**src/rtl/core/mbts_pkg.sv**
```systemverilog
`default_nettype none

package mbts_pkg;

  // Command codes carried in the cmd field of an input item.
  typedef enum logic [1:0] {
    CMD_TICK   = 2'd0,
    CMD_SHORT  = 2'd1,
    CMD_BREAK  = 2'd2,
    CMD_CANCEL = 2'd3
  } cmd_e;

  // Program codes.
  localparam logic [1:0] PROG_NONE  = 2'd0;
  localparam logic [1:0] PROG_SHORT = 2'd1;
  localparam logic [1:0] PROG_BREAK = 2'd2;

  // Motor drive codes.
  localparam logic [1:0] MOTOR_STOP = 2'd0;
  localparam logic [1:0] MOTOR_FWD  = 2'd1;
  localparam logic [1:0] MOTOR_REV  = 2'd2;

  // Phase codes shared by both programs.
  localparam logic [3:0] PH_IDLE    = 4'd0;
  localparam logic [3:0] PH_PREP    = 4'd1;
  // Short test phases.
  localparam logic [3:0] PH_S_FWD   = 4'd2;
  localparam logic [3:0] PH_S_STOP  = 4'd3;
  localparam logic [3:0] PH_S_REV   = 4'd4;
  localparam logic [3:0] PH_S_REL   = 4'd5;
  // Breakaway phases.
  localparam logic [3:0] PH_B_FJOLT  = 4'd2;
  localparam logic [3:0] PH_B_FJSTOP = 4'd3;
  localparam logic [3:0] PH_B_FDRV   = 4'd4;
  localparam logic [3:0] PH_B_FDSTOP = 4'd5;
  localparam logic [3:0] PH_B_RJOLT  = 4'd6;
  localparam logic [3:0] PH_B_RJSTOP = 4'd7;
  localparam logic [3:0] PH_B_RDRV   = 4'd8;
  localparam logic [3:0] PH_B_RDSTOP = 4'd9;
  localparam logic [3:0] PH_B_REL    = 4'd10;

  // Configuration register indexes.
  localparam logic [2:0] REG_SHORT_STEP = 3'd0;
  localparam logic [2:0] REG_JOLT       = 3'd1;
  localparam logic [2:0] REG_JOLT_STOP  = 3'd2;
  localparam logic [2:0] REG_DRIVE      = 3'd3;
  localparam logic [2:0] REG_DRIVE_STOP = 3'd4;
  localparam logic [2:0] REG_CYCLES     = 3'd5;
  localparam logic [2:0] REG_MAX_ENERG  = 3'd6;

  localparam int unsigned CfgDataWidth = 16;
  localparam int unsigned CfgIdxWidth  = 3;

  // Reset values of the configuration registers.
  localparam logic [15:0] RST_SHORT_STEP = 16'd250;
  localparam logic [15:0] RST_JOLT       = 16'd150;
  localparam logic [15:0] RST_JOLT_STOP  = 16'd100;
  localparam logic [15:0] RST_DRIVE      = 16'd1500;
  localparam logic [15:0] RST_DRIVE_STOP = 16'd500;
  localparam logic [3:0]  RST_CYCLES     = 4'd2;
  localparam logic [15:0] RST_MAX_ENERG  = 16'd2000;

  typedef struct packed {
    logic [15:0] short_step_ms;
    logic [15:0] jolt_ms;
    logic [15:0] jolt_stop_ms;
    logic [15:0] drive_ms;
    logic [15:0] drive_stop_ms;
    logic [3:0]  total_cycles;
    logic [15:0] max_energized_ms;
  } cfg_t;

  typedef struct packed {
    logic [1:0] cmd;
    logic       priority_ready;
    logic       priority_active;
  } in_item_t;

  typedef struct packed {
    logic [1:0] motor_drive;
    logic       request_priority;
    logic       release_priority;
    logic       release_now;
    logic       behavior_off;
    logic [1:0] program_res;
    logic [3:0] phase_code;
    logic [3:0] cycle_number;
    logic       safety_trip;
  } out_item_t;

  // Motor command implied by a program and phase.
  function automatic logic [1:0] motor_of(input logic [1:0] prog, input logic [3:0] ph);
    logic [1:0] m;
    m = MOTOR_STOP;
    if (prog == PROG_SHORT) begin
      if (ph == PH_S_FWD) m = MOTOR_FWD;
      else if (ph == PH_S_REV) m = MOTOR_REV;
    end else if (prog == PROG_BREAK) begin
      if (ph == PH_B_FJOLT || ph == PH_B_RDRV) m = MOTOR_REV;
      else if (ph == PH_B_FDRV || ph == PH_B_RJOLT) m = MOTOR_FWD;
    end
    return m;
  endfunction

endpackage

`default_nettype wire

```
**src/rtl/core/mbts_cfg_regs.sv**
```systemverilog
`default_nettype none

module mbts_cfg_regs
  import mbts_pkg::*;
(
  input  wire logic                    clk_i,
  input  wire logic                    rst_ni,
  input  wire logic                    cfg_we_i,
  input  wire logic [CfgIdxWidth-1:0]  cfg_idx_i,
  input  wire logic [CfgDataWidth-1:0] cfg_wdata_i,
  output cfg_t                         cfg_o
);

  cfg_t cfg_q, cfg_d;

  always_comb begin
    cfg_d = cfg_q;
    if (cfg_we_i) begin
      unique case (cfg_idx_i)
        REG_SHORT_STEP: cfg_d.short_step_ms    = cfg_wdata_i;
        REG_JOLT:       cfg_d.jolt_ms          = cfg_wdata_i;
        REG_JOLT_STOP:  cfg_d.jolt_stop_ms     = cfg_wdata_i;
        REG_DRIVE:      cfg_d.drive_ms         = cfg_wdata_i;
        REG_DRIVE_STOP: cfg_d.drive_stop_ms    = cfg_wdata_i;
        REG_CYCLES:     cfg_d.total_cycles     = cfg_wdata_i[3:0];
        REG_MAX_ENERG:  cfg_d.max_energized_ms = cfg_wdata_i;
        default:        cfg_d = cfg_q;
      endcase
    end
  end

  always_ff @(posedge clk_i or negedge rst_ni) begin
    if (!rst_ni) begin
      cfg_q.short_step_ms    <= RST_SHORT_STEP;
      cfg_q.jolt_ms          <= RST_JOLT;
      cfg_q.jolt_stop_ms     <= RST_JOLT_STOP;
      cfg_q.drive_ms         <= RST_DRIVE;
      cfg_q.drive_stop_ms    <= RST_DRIVE_STOP;
      cfg_q.total_cycles     <= RST_CYCLES;
      cfg_q.max_energized_ms <= RST_MAX_ENERG;
    end else begin
      cfg_q <= cfg_d;
    end
  end

  assign cfg_o = cfg_q;

endmodule

`default_nettype wire

```
**src/rtl/core/mbts_seq.sv**
```systemverilog
`default_nettype none

module mbts_seq
  import mbts_pkg::*;
#(
  parameter int unsigned TimerWidth = 16
) (
  input  wire logic     clk_i,
  input  wire logic     rst_ni,
  input  wire logic     step_en_i,
  input  wire in_item_t item_i,
  input  wire cfg_t     cfg_i,
  output out_item_t     res_o
);

  localparam int unsigned CmpWidth = (TimerWidth > 16) ? TimerWidth : 16;

  logic [1:0]            prog_q, prog_d;
  logic [3:0]            phase_q, phase_d;
  logic [TimerWidth-1:0] ptimer_q, ptimer_d;
  logic                  eflag_q, eflag_d;
  logic [TimerWidth-1:0] etimer_q, etimer_d;
  logic [3:0]            cycle_q, cycle_d;

  logic [TimerWidth-1:0] pt_inc, et_inc;
  logic [15:0]           dur;
  logic                  timed, done, trip_hit;
  logic                  enter_en, idle_en;
  logic [3:0]            enter_ph;
  logic                  req, rel, relnow, boff, trip;

  // Saturating millisecond counters.
  assign pt_inc = (ptimer_q == '1) ? ptimer_q : ptimer_q + 1'b1;
  assign et_inc = (!eflag_q || etimer_q == '1) ? etimer_q : etimer_q + 1'b1;

  // Duration of the current timed phase.
  always_comb begin
    dur   = cfg_i.short_step_ms;
    timed = 1'b0;
    if (prog_q == PROG_SHORT) begin
      timed = (phase_q == PH_S_FWD) || (phase_q == PH_S_STOP) || (phase_q == PH_S_REV);
    end else begin
      unique case (phase_q)
        PH_B_FJOLT, PH_B_RJOLT: begin
          dur   = cfg_i.jolt_ms;
          timed = 1'b1;
        end
        PH_B_FJSTOP, PH_B_RJSTOP: begin
          dur   = cfg_i.jolt_stop_ms;
          timed = 1'b1;
        end
        PH_B_FDRV, PH_B_RDRV: begin
          dur   = cfg_i.drive_ms;
          timed = 1'b1;
        end
        PH_B_FDSTOP, PH_B_RDSTOP: begin
          dur   = cfg_i.drive_stop_ms;
          timed = 1'b1;
        end
        default: timed = 1'b0;
      endcase
    end
  end

  // A duration beyond the timer range is never reached, which the zero extension gives.
  assign done     = timed && (CmpWidth'(pt_inc) >= CmpWidth'(dur));
  assign trip_hit = (prog_q == PROG_BREAK) && eflag_q &&
                    (CmpWidth'(et_inc) >= CmpWidth'(cfg_i.max_energized_ms));

  always_comb begin
    prog_d   = prog_q;
    phase_d  = phase_q;
    ptimer_d = ptimer_q;
    eflag_d  = eflag_q;
    etimer_d = etimer_q;
    cycle_d  = cycle_q;
    enter_en = 1'b0;
    enter_ph = phase_q;
    idle_en  = 1'b0;
    req      = 1'b0;
    rel      = 1'b0;
    relnow   = 1'b0;
    boff     = 1'b0;
    trip     = 1'b0;

    unique case (cmd_e'(item_i.cmd))
      CMD_SHORT, CMD_BREAK: begin
        if (prog_q == PROG_NONE) begin
          prog_d   = item_i.cmd;
          cycle_d  = (item_i.cmd == PROG_BREAK) ? 4'd1 : 4'd0;
          enter_en = 1'b1;
          enter_ph = PH_PREP;
          req      = 1'b1;
          boff     = 1'b1;
        end
      end
      CMD_CANCEL: begin
        boff = 1'b1;
        if (prog_q != PROG_NONE) begin
          relnow  = 1'b1;
          idle_en = 1'b1;
        end
      end
      default: begin
        if (prog_q != PROG_NONE) begin
          ptimer_d = pt_inc;
          etimer_d = et_inc;
          if (trip_hit) begin
            relnow  = 1'b1;
            trip    = 1'b1;
            idle_en = 1'b1;
          end else if (prog_q == PROG_SHORT) begin
            if (phase_q == PH_PREP) begin
              enter_en = item_i.priority_ready;
              enter_ph = PH_S_FWD;
            end else if (phase_q == PH_S_REL) begin
              idle_en = !item_i.priority_active;
              boff    = !item_i.priority_active;
            end else if (timed) begin
              enter_en = done;
              enter_ph = phase_q + 4'd1;
              rel      = done && (phase_q == PH_S_REV);
            end else begin
              idle_en = 1'b1;
            end
          end else if (prog_q == PROG_BREAK) begin
            if (phase_q == PH_PREP) begin
              enter_en = item_i.priority_ready;
              enter_ph = PH_B_FJOLT;
            end else if (phase_q == PH_B_REL) begin
              idle_en = !item_i.priority_active;
              boff    = !item_i.priority_active;
            end else if (phase_q == PH_B_RDSTOP) begin
              enter_en = done;
              if (cycle_q < cfg_i.total_cycles) begin
                enter_ph = PH_B_FJOLT;
                if (done) cycle_d = cycle_q + 4'd1;
              end else begin
                enter_ph = PH_B_REL;
                rel      = done;
              end
            end else if (timed) begin
              enter_en = done;
              enter_ph = phase_q + 4'd1;
            end else begin
              idle_en = 1'b1;
            end
          end else begin
            // An unknown program code falls back to idle.
            idle_en = 1'b1;
          end
        end
      end
    endcase

    if (idle_en) begin
      prog_d   = PROG_NONE;
      phase_d  = PH_IDLE;
      ptimer_d = '0;
      eflag_d  = 1'b0;
      etimer_d = '0;
      cycle_d  = 4'd0;
    end else if (enter_en) begin
      phase_d  = enter_ph;
      ptimer_d = '0;
      etimer_d = '0;
      eflag_d  = (motor_of(prog_d, enter_ph) != MOTOR_STOP);
    end
  end

  always_ff @(posedge clk_i or negedge rst_ni) begin
    if (!rst_ni) begin
      prog_q   <= PROG_NONE;
      phase_q  <= PH_IDLE;
      ptimer_q <= '0;
      eflag_q  <= 1'b0;
      etimer_q <= '0;
      cycle_q  <= 4'd0;
    end else if (step_en_i) begin
      prog_q   <= prog_d;
      phase_q  <= phase_d;
      ptimer_q <= ptimer_d;
      eflag_q  <= eflag_d;
      etimer_q <= etimer_d;
      cycle_q  <= cycle_d;
    end
  end

  always_comb begin
    res_o.motor_drive      = motor_of(prog_d, phase_d);
    res_o.request_priority = req;
    res_o.release_priority = rel;
    res_o.release_now      = relnow;
    res_o.behavior_off     = boff;
    res_o.program_res      = prog_d;
    res_o.phase_code       = phase_d;
    res_o.cycle_number     = (prog_d == PROG_BREAK) ? cycle_d : 4'd0;
    res_o.safety_trip      = trip;
  end

`ifndef SYNTHESIS
  a_prog_legal: assert property (@(posedge clk_i) disable iff (!rst_ni)
    prog_q != 2'd3)
    else $error("program select holds an unused code");

  a_energized_driven: assert property (@(posedge clk_i) disable iff (!rst_ni)
    eflag_q |-> (motor_of(prog_q, phase_q) != MOTOR_STOP))
    else $error("energized flag set while the motor is stopped");

  a_cycle_only_breakaway: assert property (@(posedge clk_i) disable iff (!rst_ni)
    (cycle_q != 4'd0) |-> (prog_q == PROG_BREAK))
    else $error("cycle count left over outside the breakaway test");

  a_idle_clean: assert property (@(posedge clk_i) disable iff (!rst_ni)
    (prog_q == PROG_NONE) |-> (phase_q == PH_IDLE && ptimer_q == '0 && !eflag_q))
    else $error("idle with phase state not cleared");
`endif

endmodule

`default_nettype wire

```
**src/rtl/core/motor_breakaway_test_sequencer.sv**
```systemverilog
`default_nettype none

// Channel  Direction  Handshake                 Payload
// in       input      in_valid_i / in_stall_o   in_data_i  (in_item_t)
// out      output     out_valid_o / out_stall_i out_data_o (out_item_t)
// cfg      input      cfg_we_i                  cfg_idx_i, cfg_wdata_i
//
// Each item is registered on entry, stepped through the phase logic and its
// result registered on exit, so an item can be taken every cycle unless the
// output stalls. Reset clears the sequence state and loads the default timings.
// A stall on the output holds the result register and, once the input register is
// also full, raises in_stall_o in the same cycle.
module motor_breakaway_test_sequencer
  import mbts_pkg::*;
#(
  parameter int unsigned TIMER_WIDTH = 16
) (
  input  wire logic                    clk_i,
  input  wire logic                    rst_ni,
  input  wire logic                    in_valid_i,
  output logic                         in_stall_o,
  input  wire in_item_t                in_data_i,
  output logic                         out_valid_o,
  input  wire logic                    out_stall_i,
  output out_item_t                    out_data_o,
  input  wire logic                    cfg_we_i,
  input  wire logic [CfgIdxWidth-1:0]  cfg_idx_i,
  input  wire logic [CfgDataWidth-1:0] cfg_wdata_i
);

  in_item_t  in_q;
  logic      in_valid_q;
  out_item_t out_q, res;
  logic      out_valid_q;
  logic      advance;
  cfg_t      cfg;

  // The held item moves on when the result register is empty or being emptied.
  assign advance    = in_valid_q && (!out_valid_q || !out_stall_i);
  assign in_stall_o = in_valid_q && !advance;

  always_ff @(posedge clk_i or negedge rst_ni) begin
    if (!rst_ni) begin
      in_valid_q <= 1'b0;
    end else if (!in_stall_o) begin
      in_valid_q <= in_valid_i;
    end
  end

  always_ff @(posedge clk_i) begin
    if (in_valid_i && !in_stall_o) begin
      in_q <= in_data_i;
    end
  end

  always_ff @(posedge clk_i or negedge rst_ni) begin
    if (!rst_ni) begin
      out_valid_q <= 1'b0;
    end else if (!out_valid_q || !out_stall_i) begin
      out_valid_q <= advance;
    end
  end

  always_ff @(posedge clk_i) begin
    if (advance) begin
      out_q <= res;
    end
  end

  mbts_cfg_regs u_cfg (
    .clk_i       (clk_i),
    .rst_ni      (rst_ni),
    .cfg_we_i    (cfg_we_i),
    .cfg_idx_i   (cfg_idx_i),
    .cfg_wdata_i (cfg_wdata_i),
    .cfg_o       (cfg)
  );

  mbts_seq #(
    .TimerWidth (TIMER_WIDTH)
  ) u_seq (
    .clk_i     (clk_i),
    .rst_ni    (rst_ni),
    .step_en_i (advance),
    .item_i    (in_q),
    .cfg_i     (cfg),
    .res_o     (res)
  );

  assign out_valid_o = out_valid_q;
  assign out_data_o  = out_q;

`ifndef SYNTHESIS
  a_relnow_idle: assert property (@(posedge clk_i) disable iff (!rst_ni)
    (out_valid_o && out_data_o.release_now) |-> (out_data_o.program_res == PROG_NONE))
    else $error("immediate release reported with a program still running");

  a_start_pulses: assert property (@(posedge clk_i) disable iff (!rst_ni)
    (out_valid_o && out_data_o.request_priority) |->
      (out_data_o.behavior_off && out_data_o.phase_code == PH_PREP))
    else $error("priority request without entry to the preparing phase");

  a_trip_relnow: assert property (@(posedge clk_i) disable iff (!rst_ni)
    (out_valid_o && out_data_o.safety_trip) |-> out_data_o.release_now)
    else $error("safety trip without immediate release");
`endif

endmodule

`default_nettype wire
```
**config.mk**
```make
export PLATFORM = sky130hd
export DESIGN_NAME = motor_breakaway_test_sequencer
export DESIGN_NICKNAME = d
export VERILOG_FILES = /design/src/rtl/core/mbts_pkg.sv /design/src/rtl/core/mbts_cfg_regs.sv /design/src/rtl/core/mbts_seq.sv /design/src/rtl/core/motor_breakaway_test_sequencer.sv
export SDC_FILE = /design/constraint.sdc
export NUM_CORES = 1
export LEC_CHECK = 0
export BUFFER_PORTS_ARGS = -buffer_cell sky130_fd_sc_hd__buf_2
export CORE_AREA = 2 2 141 143
export DETAILED_ROUTE_END_ITERATION = 10
export DIE_AREA = 0 0 143 145
export GPL_ROUTABILITY_DRIVEN = 0
export HOLD_SLACK_MARGIN = 0.03
export MAX_ROUTING_LAYER = met4
export PLACE_DENSITY_LB_ADDON = 0.25
export SYNTH_ARGS = -nofsm -noshare
export SYNTH_HDL_FRONTEND = slang
export SYNTH_SLANG_ARGS = --single-unit
```
**constraint.sdc**
```tcl
create_clock -name clk_i -period 5.6 [get_ports clk_i]
set_clock_uncertainty 0.1 [all_clocks]
set_input_delay 0.28 -clock clk_i [delete_from_list [all_inputs] [get_ports clk_i]]
set_output_delay 0.28 -clock clk_i [all_outputs]
set_load 0.005 [all_outputs]
```
=== After elaboration in Yosys (flattened, before gate mapping) ===
Index checks and enable logic that the tools add are counted.
Widths: inputs -> output; s select.

* Mux-type cells: 106
* Add/sub/neg operators: 4
* Reductions and logical operators: 44
* Bitwise gates (word level): 1
* $lt $le $gt $ge: 3
* Equality and inequality tests: 36

{| class="wikitable"
|+ Operator list
! cell !! count
|-
| $mux 16 || 11
|-
| $mux 4 || 25
|-
| $pmux 16 s4 || 1
|-
| $mux 1 || 48
|-
| $add 16x1->16 const B || 2
|-
| $eq 16x16->1 const B || 2
|-
| $eq 4x3->1 const B || 8
|-
| $ge 16x16->1 || 2
|-
| $mux 2 || 15
|-
| $eq 4x4->1 const B || 5
|-
| $eq 4x2->1 const B || 4
|-
| $pmux 4 s2 || 2
|-
| $reduce_and 2->1 || 8
|-
| $eq 2x2->1 const B || 5
|-
| $reduce_or 2->1 || 5
|-
| $eq 3x3->1 const B || 3
|-
| $add 4x1->4 const B || 2
|-
| $eq 2x1->1 const B || 4
|-
| $logic_or 1x1->1 || 8
|-
| $pmux 1 s2 || 4
|-
| $reduce_or 8->1 || 1
|-
| $logic_and 1x1->1 || 7
|-
| $eq 3x2->1 const B || 2
|-
| $logic_not 1->1 || 6
|-
| 12 further kinds || 14
|}

* Register bits: 166
* Input port bits: 28

=== Depth between registers and ports, before layout ===
Gate-level depths: netlist of the first run.

* Depth after elaboration: 24
* Mapped depth: 21

=== Hierarchy ===
A second synthesis of the first run with hierarchy kept.

* Cells, all modules: 897
* Area total of the unflattened synthesis: 9729.3 µm²

{| class="wikitable"
|+ Modules (own cells, without submodules)
! module !! seq. area each (µm²) !! area an instance (µm²) !! cells an instance !! instances
|-
| mbts_seq || 1076.0 || 5023.6 || 651 || 1
|-
| mbts_cfg_regs || 2543.7 || 3982.6 || 217 || 1
|-
| motor_breakaway_test_sequencer || 680.7 || 723.2 || 29 || 1
|}

=== Least setup slack after synthesis of the first run ===
OpenSTA, ideal clock, no wires.

* Path kind: reg2reg
* From: register u_seq.etimer_q[0]
* To: register out_q (netlist bit out_data_o[15]) (data pin)
* Stages on the path, launching flop included: 20
* Buffers on the path: 1
* Data arrival time: 4.658 ns
* Path slack: 0.675 ns
* Cell sequence: dfrtp_1 ha_1 nand4_1 nor4_1 a311oi_1 nand2_1 nor4_1 nand3_1 xnor2_1 ha_1 a21oi_2 o21ai_2 a2111oi_4 a31oi_1 o21a_1 buf_6 o31ai_4 mux2_2 nand3b_1 a211oi_1

{| class="wikitable"
|+ RTL lines
! what !! RTL line !! source
|-
| start, declared || mbts_seq.sv:22 || <nowiki>logic [TimerWidth-1:0] etimer_q, etimer_d;</nowiki>
|-
| start signal, assigned || mbts_seq.sv:184 || <nowiki>etimer_q <= etimer_d;</nowiki>
|-
| end signal, assigned || motor_breakaway_test_sequencer.sv:66 || <nowiki>out_q <= res;</nowiki>
|-
| end, declared || motor_breakaway_test_sequencer.sv:33 || <nowiki>out_item_t out_q, res;</nowiki>
|}

==> metrics.yaml, run 1 <==
outcome:
  run_status: "completed"
global_routing:
  grt_most_used_layer: "met2"
  first_global_vias: 6974
  track_usage_pct: 22.9
  grt-ovfl-total: 0
  grt_use_met2_pct: 35.2
  grt_pass1_wl_um: 36500
  grt_max_degree: 97
  global_route.usage.met3_pct: 3.66
  number_of_antenna_violations_at_the_first_check_in_global_routing: 0
  grt.met1_usage_pct: 31.8
final_layout:
  nNetsFinal: 1040
  layout-area-overhead-vs-synth_pct: 13.5
  finish.cell_count_without_fillers: 1244
  post_route_cells_drive_above_1_share_pct: 26.3
  n_fill_cell: 1676
  finalInstanceArea_mm2: 0.0108
  layout_commonest_cell: "sky130_fd_sc_hd__dfrtp_1"
  layout.cells.most_common_list: "112 x sky130_fd_sc_hd__dfrtp_1, 102 x sky130_fd_sc_hd__mux2_2, 84 x sky130_fd_sc_hd__nand2_1"
  final_antenna_diode_count: 0
logic_synthesis:
  synthesis.instances: 916
  postSynthRegisterBits: 166
  synth.distinct_cells: 71
  ys.warnings.count: 0
  mappedNetlistNets: 990
  synth-main-ff-cell: "sky130_fd_sc_hd__dfrtp_1"
  syn_area_per_cell_um2: 10.4
  synth.yosys.seq_area_share_pct: 45.2
  synth_async_sr_flop_share_pct: 87.3
  netlist_area_mm2: 0.00952
  synth_edf_count: 21
flow_run:
  drv.max_cap_violation_count: 0
detailed_routing:
  drt_iter0_drc: 451
  postRouteAntennaNets: 0
  route.final.wire_length_um: 22300
  detailroute.via_count: 7174
  drt-wirelength-per-cell_um: 17.9
  avgViaCountPerCell: 5.77
  detailedRoute.firstPassIterationCount: 5
  post-route-drc-count: 0
sta:
  finalWorstPathRequiredPeriod_ps: 5210
  worst_slew_pin_slew_ps: 1030
  timing.slew.headroom_pct: 31.1
  setup_viol_count_final: 0
  grt_setup_unrepaired: "false"
  layout_worst_path_cycle_share_pct: 93.1
  fin_setup_tns_ps: 0
  max_clock_freq_mhz: 192
  finalHoldViolCount: 0
  final-max-slew-violation-count: 0
clocking:
  cts_buffers: 17
  clk_pin_slew_ps: 70
  clock_insertion_delay_worst_skew_ps: 430
  cts_setup_buffers: 0
  ctsLongestPathBuffers: 2
  ctsRootBufferMaster: "sky130_fd_sc_hd__clkbuf_16"
  cts_sinks: 166
  clock_tree.htree_level_count: 4
  cts_tree: "built"
pwr:
  power_switching_mw: 1.34
  p_comb_share_pct: 28.8
  vdd_drop_max_mv: 0.227
  power_frac_clock_pct: 31.0
  power-per-cell-area_mw_per_mm2: 370
  cellInternalPower_mw: 2.65
  power.share.switching_pct: 33.6
  sequentialPowerShare_pct: 40.2
  power_leakage_nw: 4.49
setup_path:
  startpoint_type_of_the_worst_setup_path: "flop"
  critPathCaptureType: "flop"
  cp.buffers_inverters: 0
  critical_path.cell_chain: "ha_1, nand4_1, nor4_1, a311oi_2, nand2_1, nor4_1, nand3_1, xnor2_1, ha_1, a21oi_2, o21ai_2, a2111oi_4, a31oi_1, o21a_1, o31ai_4, mux2_2, nand3b_1, a211oi_1"
  worst_path_dominant_cell_family: "compound AO/OA/AOI/OAI gates"
  path_class: "reg2reg"
  worst_ep_arrival_time_ps: 5370
  worstPathMaxFanout: 7
  slowest_delay_ps: 490
  critical-path-slowest-cell: "sky130_fd_sc_hd__o31ai_4"
  worst-endpoint-required_ps: 5760
floorplan:
  die_y_um: 145
  die-area_mm2: 0.0207
  number_of_rows_in_the_core_area: 51
  core_mm2: 0.0192
  io_pins: 47
  floorplan.initialDensity_pct: 49.6
  die_x_um: 143
placement:
  portBuffers: 46
  placed_cell_area_mm2: 0.0101
  place_hpwl_um: 15600
  total_placed_cells_including_tap_cells: 1205
hold_path:
  holdCritPathClass: "in2reg"
worst paths after layout:
| kind | from | end | slack (ps) | cells after the start |
|---|---|---|---|---|
| hold / removal | cfg_wdata_i[11] | u_cfg.cfg_o[63] | 70 | 2 |
| max in group asynchronous | rst_ni | u_cfg.cfg_o[13] | 3790 | 3 |
| setup reg to reg | u_seq.etimer_q[0] | out_data_o[15] | 390 | 18 |
| hold reg to reg | in_valid_q | out_valid_o | 390 | 1 |
| setup / recovery | u_seq.etimer_q[0] | out_data_o[15] | 390 | 18 |
| min in group asynchronous | rst_ni | u_cfg.cfg_o[18] | 430 | 2 |
flip-flops by register name, indices dropped and copies added, names as in the netlist:
name and cells:
u_seq.phase_q 4, out_valid_o 1, u_seq.eflag_q 1, out_data_o 17, in_valid_q 1, u_seq.etimer_q 16, u_seq.prog_q 2, u_seq.ptimer_q 16
u_cfg.cfg_o 100, u_seq.cycle_q 4, in_q 4
synth_stat cells (6+ instances only):
library cell | number | area (um2)
sky130_fd_sc_hd__nand2_1 | 84 | 315
sky130_fd_sc_hd__and2_1 | 10 | 62.6
sky130_fd_sc_hd__ha_1 | 46 | 576
sky130_fd_sc_hd__mux2i_1 | 10 | 100
sky130_fd_sc_hd__nand2b_1 | 12 | 75.1
sky130_fd_sc_hd__dfstp_2 | 33 | 867
sky130_fd_sc_hd__edfxtp_1 | 21 | 631
sky130_fd_sc_hd__inv_1 | 36 | 135
sky130_fd_sc_hd__a21o_1 | 6 | 45.0
sky130_fd_sc_hd__mux2_2 | 102 | 1150
sky130_fd_sc_hd__dfrtp_1 | 112 | 2800
sky130_fd_sc_hd__o31ai_1 | 16 | 120
sky130_fd_sc_hd__o21ai_0 | 62 | 310
sky130_fd_sc_hd__nand3_1 | 53 | 265
sky130_fd_sc_hd__nor4_1 | 8 | 50.1
sky130_fd_sc_hd__nor2b_1 | 12 | 75.1
sky130_fd_sc_hd__xor2_1 | 10 | 87.6
sky130_fd_sc_hd__xnor2_1 | 23 | 201
sky130_fd_sc_hd__nand4_1 | 11 | 68.8
sky130_fd_sc_hd__a21oi_1 | 21 | 105
sky130_fd_sc_hd__nor3_1 | 16 | 80.1
sky130_fd_sc_hd__a31oi_1 | 11 | 68.8
sky130_fd_sc_hd__a222oi_1 | 16 | 160
sky130_fd_sc_hd__nor2_1 | 52 | 195
sky130_fd_sc_hd__clkbuf_1 | 39 | 146
layout make-up:
type | instances | area (um2) | share of cell area [%]
multi-input combinational | 666 | 4930 | 45.6
clock buffer | 18 | 429 | 3.97
timing repair buffer | 77 | 487 | 4.50
sequential | 166 | 4300 | 39.8
inverter | 38 | 143 | 1.32
tap | 265 | 332 | 3.07
clock inverter | 14 | 184 | 1.70
stage by stage:
step / setup WS [ps] / total power, mW / util [%] / hold WS, ps
after floorplan: 675 / 2.41 / - / -116
after global placement: 446 / 2.74 / 52.7 / 357
after detailed placement: 307 / 2.76 / 52.7 / 359
after CTS: 251 / 4.01 / 56.2 / 44.7
after global routing: 9.95 / 4.21 / 56.3 / 63.2
final: 389 / 3.99 / 56.3 / 67.6
cell families after synthesis:
group                      synth area share [%]
buffers and inverters                      3.46
muxes                                      13.1
xor gates and xnor gates                   3.04
DFF                                        45.2
and+or+nand+nor                            14.6
AOI/OAI and AO/OA                          14.5
adders and majority gates                  6.04
metal layers:
metal	vias up	wire, um
li1	3474	-
met1	3506	10500
met2	168	10500
met3	26	945
met4	0	351
met5	-	0
power groups by stage:
stage	Sequential, mW	Clock, mW	Combinational, mW
3_5_place_dp	1.63	0	1.14
4_1_cts	1.60	1.26	1.15
5_1_grt	1.64	1.30	1.28
2_1_floorplan	1.59	0	0.823
6_report	1.61	1.24	1.15
3_3_place_gp	1.62	0	1.12
worst reg2reg max path, stage by stage (launching register included):
cell and delay (ps):
sky130_fd_sc_hd__dfrtp_1 430, sky130_fd_sc_hd__ha_1 250, sky130_fd_sc_hd__nand4_1 100, sky130_fd_sc_hd__nor4_1 110, sky130_fd_sc_hd__a311oi_2 390, sky130_fd_sc_hd__nand2_1 140
sky130_fd_sc_hd__nor4_1 440, sky130_fd_sc_hd__nand3_1 220, sky130_fd_sc_hd__xnor2_1 170, sky130_fd_sc_hd__ha_1 310, sky130_fd_sc_hd__a21oi_2 150, sky130_fd_sc_hd__o21ai_2 90
sky130_fd_sc_hd__a2111oi_4 330, sky130_fd_sc_hd__a31oi_1 170, sky130_fd_sc_hd__o21a_1 320, sky130_fd_sc_hd__o31ai_4 500, sky130_fd_sc_hd__mux2_2 430, sky130_fd_sc_hd__nand3b_1 160
sky130_fd_sc_hd__a211oi_1 240
what timing repair did:
| item | CTS | global route |
|---|---|---|
| hold buffers | 7 | 0 |
| gates resized for setup | 0 | 1 |
| setup endpoints to repair | 0 | 21 |
| hold endpoints to repair | 74 | 0 |
Note: power is estimated with default switching activity, not from simulation.
==> run 2: changes to the inputs <==
clock period = 5.7 ns   (was 5.6 ns; I/O delays follow)
==> run 2 against run 1 <==
  * Final cell count barely moved
  * Register-to-register slack about the same
  * Utilization is 0.35 points higher
  * Setup slack improved by 12 ps
  * Wire length up 3.0%
  * Clock power about the same
  * Critical path depth stayed put
  * Largest cell class unchanged
==> metrics.yaml, run 2 (synthesis gave the netlist of run 1 again) <==
outcome:
  run_status: "completed"  # unchanged
global_routing:
  grt-ovfl-total: 0  # unchanged
  track_usage_pct: 23.1  # was 22.9%
  number_of_antenna_violations_at_the_first_check_in_global_routing: 0  # unchanged
  grt_max_degree: 79  # was 97
  first_global_vias: 6973  # was 6974
  grt_pass1_wl_um: 36900  # was 36500 um
final_layout:
  layout_commonest_cell: "sky130_fd_sc_hd__dfrtp_1"  # unchanged
  final_antenna_diode_count: 0  # unchanged
  post_route_cells_drive_above_1_share_pct: 26.9  # was 26.3%
  layout.cells.most_common_list: "112 x sky130_fd_sc_hd__dfrtp_1, 102 x sky130_fd_sc_hd__mux2_2, 84 x sky130_fd_sc_hd__nand2_1"  # unchanged
  nNetsFinal: 1041  # was 1040
  multiInputGateArea_mm2: 0.00498  # was 0.00493 mm2
  layout.area.seq_mm2: 0.00430  # unchanged
  n_fill_cell: 1632  # was 1676
  finish.cell_count_without_fillers: 1245  # was 1244
  layout-area-overhead-vs-synth_pct: 14.2  # was 13.5%
  number_of_flip_flops_in_the_largest_register: 100  # unchanged
  post-route-util_pct: 56.6  # was 56.3%
floorplan:
  io_pins: 47  # unchanged
  number_of_rows_in_the_core_area: 51  # unchanged
  die_x_um: 143  # unchanged
  core_mm2: 0.0192  # unchanged
  die_y_um: 145  # unchanged
  floorplan.initialDensity_pct: 49.6  # unchanged
  die-area_mm2: 0.0207  # unchanged
sta:
  timing.slew.headroom_pct: 30.9  # was 31.1%
  finalWorstPathRequiredPeriod_ps: 5300  # was 5210 ps
  final-max-slew-violation-count: 0  # unchanged
  final_hold_slack_ps: 55.5  # was 67.6 ps
  finalHoldViolCount: 0  # unchanged
  worst_slew_pin_slew_ps: 1030  # about the same
  fin_setup_tns_ps: 0  # unchanged
  layout_worst_path_cycle_share_pct: 93.0  # was 93.1%
  max_clock_freq_mhz: 189  # was 192 MHz
  setup_viol_count_final: 0  # unchanged
clocking:
  clock_tree.htree_level_count: 4  # unchanged
  clock_insertion_delay_worst_skew_ps: 440  # was 430 ps
  cts_sinks: 166  # unchanged
  cts_tree: "built"  # unchanged
  ctsLongestPathBuffers: 2  # unchanged
  cts_buffers: 17  # unchanged
  ctsRootBufferMaster: "sky130_fd_sc_hd__clkbuf_16"  # unchanged
  clk_pin_slew_ps: 70  # about the same
setup_path:
  cp.buffers_inverters: 0  # unchanged
  worstPathMaxFanout: 7  # unchanged
  critical_path.cell_chain: "ha_1, nand2_1, nor4_1, nand4_1, nand2b_1, nor2_1, and4_1, xor2_1, ha_1, o2111ai_1, a311oi_1, nor2_1, a211oi_2, a221oi_2, o31ai_4, mux2_2, nand3b_1, a211oi_1"  # was ha_1, nand4_1, nor4_1, a311oi_2, nand2_1, nor4_1, nand3_1, xnor2_1, ha_1, a21oi_2, o21ai_2, a2111oi_4, a31oi_1, o21a_1, o31ai_4, mux2_2, nand3b_1, a211oi_1
  worst-endpoint-required_ps: 5850  # was 5760 ps
  path_class: "reg2reg"  # unchanged
  startpoint_type_of_the_worst_setup_path: "flop"  # unchanged
  setup.reg_to_reg.worst_slack_ps: 400  # was 390 ps
  critPathCaptureType: "flop"  # unchanged
  worst_path_dominant_cell_family: "simple AND/OR/NAND/NOR gates"  # was compound AO/OA/AOI/OAI gates
  slowest_delay_ps: 470  # was 490 ps
  critical-path-slowest-cell: "sky130_fd_sc_hd__nor4_1"  # was sky130_fd_sc_hd__o31ai_4
  worst_ep_arrival_time_ps: 5450  # was 5370 ps
placement:
  place_hpwl_um: 16100  # was 15600 um
  portBuffers: 46  # unchanged
  total_placed_cells_including_tap_cells: 1203  # was 1205
detailed_routing:
  avgViaCountPerCell: 5.90  # was 5.77
  post-route-drc-count: 0  # unchanged
  detailroute.via_count: 7348  # was 7174
  route.final.wire_length_um: 22900  # was 22300 um
  drt_iter0_drc: 469  # was 451
  detailedRoute.firstPassIterationCount: 5  # unchanged
  drt-wirelength-per-cell_um: 18.4  # was 17.9 um
  postRouteAntennaNets: 0  # unchanged
pwr:
  vdd_drop_max_mv: 0.284  # was 0.227 mV
  power-per-cell-area_mw_per_mm2: 364  # was 370 mW/mm2
  power_leakage_nw: 4.50  # was 4.49 nW
hold_path:
  holdCritPathClass: "in2reg"  # unchanged
flow_run:
  drv.max_cap_violation_count: 0  # unchanged
-- run 2: cell count changes in the layout (fill, tap and decap cells not counted), moves of 2 or more --
cell / delta
sky130_fd_sc_hd__clkinv_4: +2
sky130_fd_sc_hd__clkinv_8: +6
sky130_fd_sc_hd__nor4_2: +2
sky130_fd_sc_hd__inv_6: -2
sky130_fd_sc_hd__bufinv_16: -2
sky130_fd_sc_hd__nor4_1: -2
-- run 2: power breakdown --
part           leakage (nW)  switching, mW  internal, mW
combinational          2.22          0.709         0.461
clock                 0.305          0.572         0.638
sequential             1.97          0.127          1.45
-- run 2: worst register-to-register path: stages (launching register included) --
cell	delay, ps
sky130_fd_sc_hd__dfrtp_1	450
sky130_fd_sc_hd__ha_1	220
sky130_fd_sc_hd__nand2_1	90
sky130_fd_sc_hd__nor4_1	470
sky130_fd_sc_hd__nand4_1	190
sky130_fd_sc_hd__nand2b_1	290
sky130_fd_sc_hd__nor2_1	120
sky130_fd_sc_hd__and4_1	260
sky130_fd_sc_hd__xor2_1	170
sky130_fd_sc_hd__ha_1	310
sky130_fd_sc_hd__o2111ai_1	130
sky130_fd_sc_hd__a311oi_1	300
sky130_fd_sc_hd__nor2_1	120
sky130_fd_sc_hd__a211oi_2	370
sky130_fd_sc_hd__a221oi_2	190
sky130_fd_sc_hd__o31ai_4	450
sky130_fd_sc_hd__mux2_2	450
sky130_fd_sc_hd__nand3b_1	170
sky130_fd_sc_hd__a211oi_1	270
-- run 2: final timing paths --
path                                   start               to  cells past startpoint
min reg2reg                       in_valid_q      out_valid_o                      1
max                        u_seq.ptimer_q[0]   out_data_o[15]                     18
max in group asynchronous             rst_ni  u_cfg.cfg_o[30]                      3
min                           cfg_wdata_i[7]   u_cfg.cfg_o[7]                      2
max reg2reg                u_seq.ptimer_q[0]   out_data_o[15]                     18
min in group asynchronous             rst_ni  u_cfg.cfg_o[19]                      2
-- run 2: repair_timing --
item / CTS / global route
hold endpoints to repair: 79 / 0
resized for setup: 1 / 6
endpoints found under the setup margin: 12 / 49
gates cloned: 0 / 1
pin swaps: 1 / 1
hold buffers: 7 / 0
setup buffers: 0 / 2
-- run 2: stage by stage --
step                total power [mW]  setup WS (ps)  area (um2)
floorplan                       2.37            775        9520
global placement                2.70          -81.6       10100
detailed placement              2.72          -97.4       10100
CTS                             3.94           38.1       10800
global route                    4.16          -27.6       10900
finish                          3.96            401       10900
-- run 2: cell type report --
class | instances | area share [%]
Clock buffer | 17 | 3.91
Clock inverter | 15 | 1.89
Inverter | 38 | 1.32
Multi-Input combinational cell | 667 | 45.8
Sequential cell | 166 | 39.5
Tap cell | 265 | 3.05
Timing Repair Buffer | 77 | 4.48
-- run 2: routing by layer --
metal	vias up	global-route usage, %	wire length [um]
li1	3475	-	-
met1	3596	32.5	10700
met2	243	34.1	10600
met3	34	4.59	1290
met4	0	6.29	371
met5	-	-	0
==> run 3: changes to the inputs <==
CTS_CLUSTER_SIZE = 8   (was unset)
clock period = 5.4 ns   (was 5.7 ns; I/O delays follow)
==> run 3 against run 2 <==
  * Hold slack improved by 1.4 ps
  * Final cell count up 0.48%
  * Sequential share of layout area shrank 0.091 points
  * Largest cell class unchanged
==> metrics.yaml, run 3 (synthesis gave the netlist of run 1 again) <==
outcome:
  run_status: "completed"  # unchanged
setup_path:
  path_class: "reg2reg"  # unchanged
  critical-path-slowest-cell: "sky130_fd_sc_hd__dfrtp_1"  # was sky130_fd_sc_hd__nor4_1
  critPathCaptureType: "flop"  # unchanged
  critical_path.cell_chain: "inv_1, ha_1, and2_1, nor4_1, nor2_4, buf_4, o21ai_0, ha_1, o211ai_1, a21oi_1, o41ai_2, a211oi_1, a221oi_2, o31ai_4, buf_4, mux2_2, nand3b_1, a211oi_1"  # was ha_1, nand2_1, nor4_1, nand4_1, nand2b_1, nor2_1, and4_1, xor2_1, ha_1, o2111ai_1, a311oi_1, nor2_1, a211oi_2, a221oi_2, o31ai_4, mux2_2, nand3b_1, a211oi_1
  cp.buffers_inverters: 3  # was 0
  timing.rr.start: "u_seq.phase_q[1]"  # was u_seq.ptimer_q[0]
  critical_path.startpoint: "u_seq.phase_q[1]"  # was u_seq.ptimer_q[0]
  startpoint_type_of_the_worst_setup_path: "flop"  # unchanged
  worst_ep_arrival_time_ps: 5190  # was 5450 ps
  worst_path_dominant_cell_family: "compound AO/OA/AOI/OAI gates"  # was simple AND/OR/NAND/NOR gates
  slowest_delay_ps: 460  # was 470 ps
  worst-endpoint-required_ps: 5550  # was 5850 ps
  worstPathMaxFanout: 21  # was 7
final_layout:
  finish.cell_count_without_fillers: 1251  # was 1245
  layout-area-overhead-vs-synth_pct: 14.5  # was 14.2%
  number_of_flip_flops_in_the_largest_register: 100  # unchanged
  nNetsFinal: 1047  # was 1041
  layout_commonest_cell: "sky130_fd_sc_hd__dfrtp_1"  # unchanged
  finalInstanceArea_mm2: 0.0109  # about the same
  layout.cells.most_common_list: "112 x sky130_fd_sc_hd__dfrtp_1, 102 x sky130_fd_sc_hd__mux2_2, 84 x sky130_fd_sc_hd__nand2_1"  # unchanged
  post_route_cells_drive_above_1_share_pct: 27.2  # was 26.9%
  final_antenna_diode_count: 0  # unchanged
clocking:
  ctsRootBufferMaster: "sky130_fd_sc_hd__clkbuf_16"  # unchanged
  clk_pin_slew_ps: 70  # about the same
  cts_buffers: 17  # unchanged
  cts_tree: "built"  # unchanged
  ctsLongestPathBuffers: 2  # unchanged
  cts_sinks: 166  # unchanged
  clock_tree.htree_level_count: 4  # unchanged
  clock_insertion_delay_worst_skew_ps: 430  # was 440 ps
global_routing:
  grt-ovfl-total: 0  # unchanged
  grt_max_degree: 94  # was 79
  grt_pass1_wl_um: 38000  # was 36900 um
  track_usage_pct: 23.9  # was 23.1%
  first_global_vias: 7171  # was 6973
  number_of_antenna_violations_at_the_first_check_in_global_routing: 0  # unchanged
floorplan:
  die_y_um: 145  # unchanged
  die-area_mm2: 0.0207  # unchanged
  io_pins: 47  # unchanged
  core_mm2: 0.0192  # unchanged
  number_of_rows_in_the_core_area: 51  # unchanged
  floorplan.initialDensity_pct: 49.6  # unchanged
  die_x_um: 143  # unchanged
detailed_routing:
  detailroute.via_count: 7335  # was 7348
  post-route-drc-count: 0  # unchanged
  avgViaCountPerCell: 5.86  # was 5.90
  drt-wirelength-per-cell_um: 18.3  # was 18.4 um
  drt_iter0_drc: 544  # was 469
  route.final.wire_length_um: 22900  # about the same
  postRouteAntennaNets: 0  # unchanged
  detailedRoute.firstPassIterationCount: 5  # unchanged
sta:
  final-max-slew-violation-count: 0  # unchanged
  layout_worst_path_cycle_share_pct: 93.2  # was 93.0%
  setup_viol_count_final: 0  # unchanged
  final_hold_slack_ps: 56.9  # was 55.5 ps
  finalWorstPathRequiredPeriod_ps: 5030  # was 5300 ps
  timing.final.ws_setup_ps: 370  # was 401 ps
  timing.slew.headroom_pct: 27.3  # was 30.9%
  max_clock_freq_mhz: 199  # was 189 MHz
  worst_slew_pin_slew_ps: 1090  # was 1030 ps
  finalHoldViolCount: 0  # unchanged
placement:
  total_placed_cells_including_tap_cells: 1208  # was 1203
  place_hpwl_um: 16200  # was 16100 um
  placed_cell_area_mm2: 0.0102  # was 0.0101 mm2
  portBuffers: 46  # unchanged
  post-place-ws_ps: -25.1  # was -97.4 ps
pwr:
  power-per-cell-area_mw_per_mm2: 381  # was 364 mW/mm2
  vdd_drop_max_mv: 0.229  # was 0.284 mV
  power_leakage_nw: 4.52  # was 4.50 nW
hold_path:
  min_from: "cfg_wdata_i[10]"  # was cfg_wdata_i[7]
  holdCritPathClass: "in2reg"  # unchanged
flow_run:
  drv.max_cap_violation_count: 0  # unchanged
[run 3: changes by cell type in the layout (fill, tap and decap cells not counted), moves of 2 or more]
| cell | change |
|---|---|
| sky130_fd_sc_hd__mux2i_1 | -2 |
| sky130_fd_sc_hd__clkinv_8 | -5 |
| sky130_fd_sc_hd__buf_12 | +2 |
| sky130_fd_sc_hd__inv_8 | +2 |
| sky130_fd_sc_hd__buf_4 | +5 |
| sky130_fd_sc_hd__mux2i_2 | +2 |
[run 3: what timing repair did]
item                                   CTS  global route
setup endpoints to repair                2            48
resized for setup                        0             6
pin swaps                                1             2
buffers inserted                         1             3
endpoints found under the hold margin   89             0
hold buffers                             7             0
[run 3: path summary, 6_finish.rpt]
| kind | end | cells past startpoint | slack, ps |
|---|---|---|---|
| max | out_data_o[15] | 18 | 370 |
| min | u_cfg.cfg_o[62] | 2 | 60 |
| max reg2reg | out_data_o[15] | 18 | 370 |
| min reg2reg | out_valid_o | 1 | 400 |
| max in group asynchronous | u_cfg.cfg_o[20] | 3 | 3590 |
| min in group asynchronous | u_cfg.cfg_o[18] | 2 | 380 |
[run 3: through the flow]
stage / power (mW) / utilization [%] / TNS [ps]
floorplan: 2.50 / - / 0
global placement: 2.87 / 52.9 / -38.1
detailed placement: 2.90 / 52.9 / -25.1
CTS: 4.16 / 56.5 / 0
global route: 4.39 / 56.8 / -33.9
finish: 4.16 / 56.8 / 0
[run 3: final cells by class]
| cell class | count | area (um2) |
|---|---|---|
| clock inverters | 13 | 153 |
| fillers | 1643 | 8310 |
| multi-input cells | 666 | 4970 |
| inverters | 38 | 143 |
| flip-flops and latches | 166 | 4300 |
| well taps | 265 | 332 |
| repair buffers | 84 | 564 |
| clock buffers | 19 | 443 |
[run 3: power breakdown]
group / internal, mW / switching [mW] / total, mW
Sequential: 1.53 / 0.131 / 1.66
Clock: 0.674 / 0.558 / 1.23
Combinational: 0.514 / 0.750 / 1.26
[run 3: layer usage]
layer / vias up / track usage (%) / routed length [um]
met1: 3614 / 32.8 / 10600
met2: 200 / 36.0 / 10800
met3: 29 / 5.54 / 1230
met4: 0 / 6.09 / 335
met5: - / - / 0
li1: 3492 / - / -
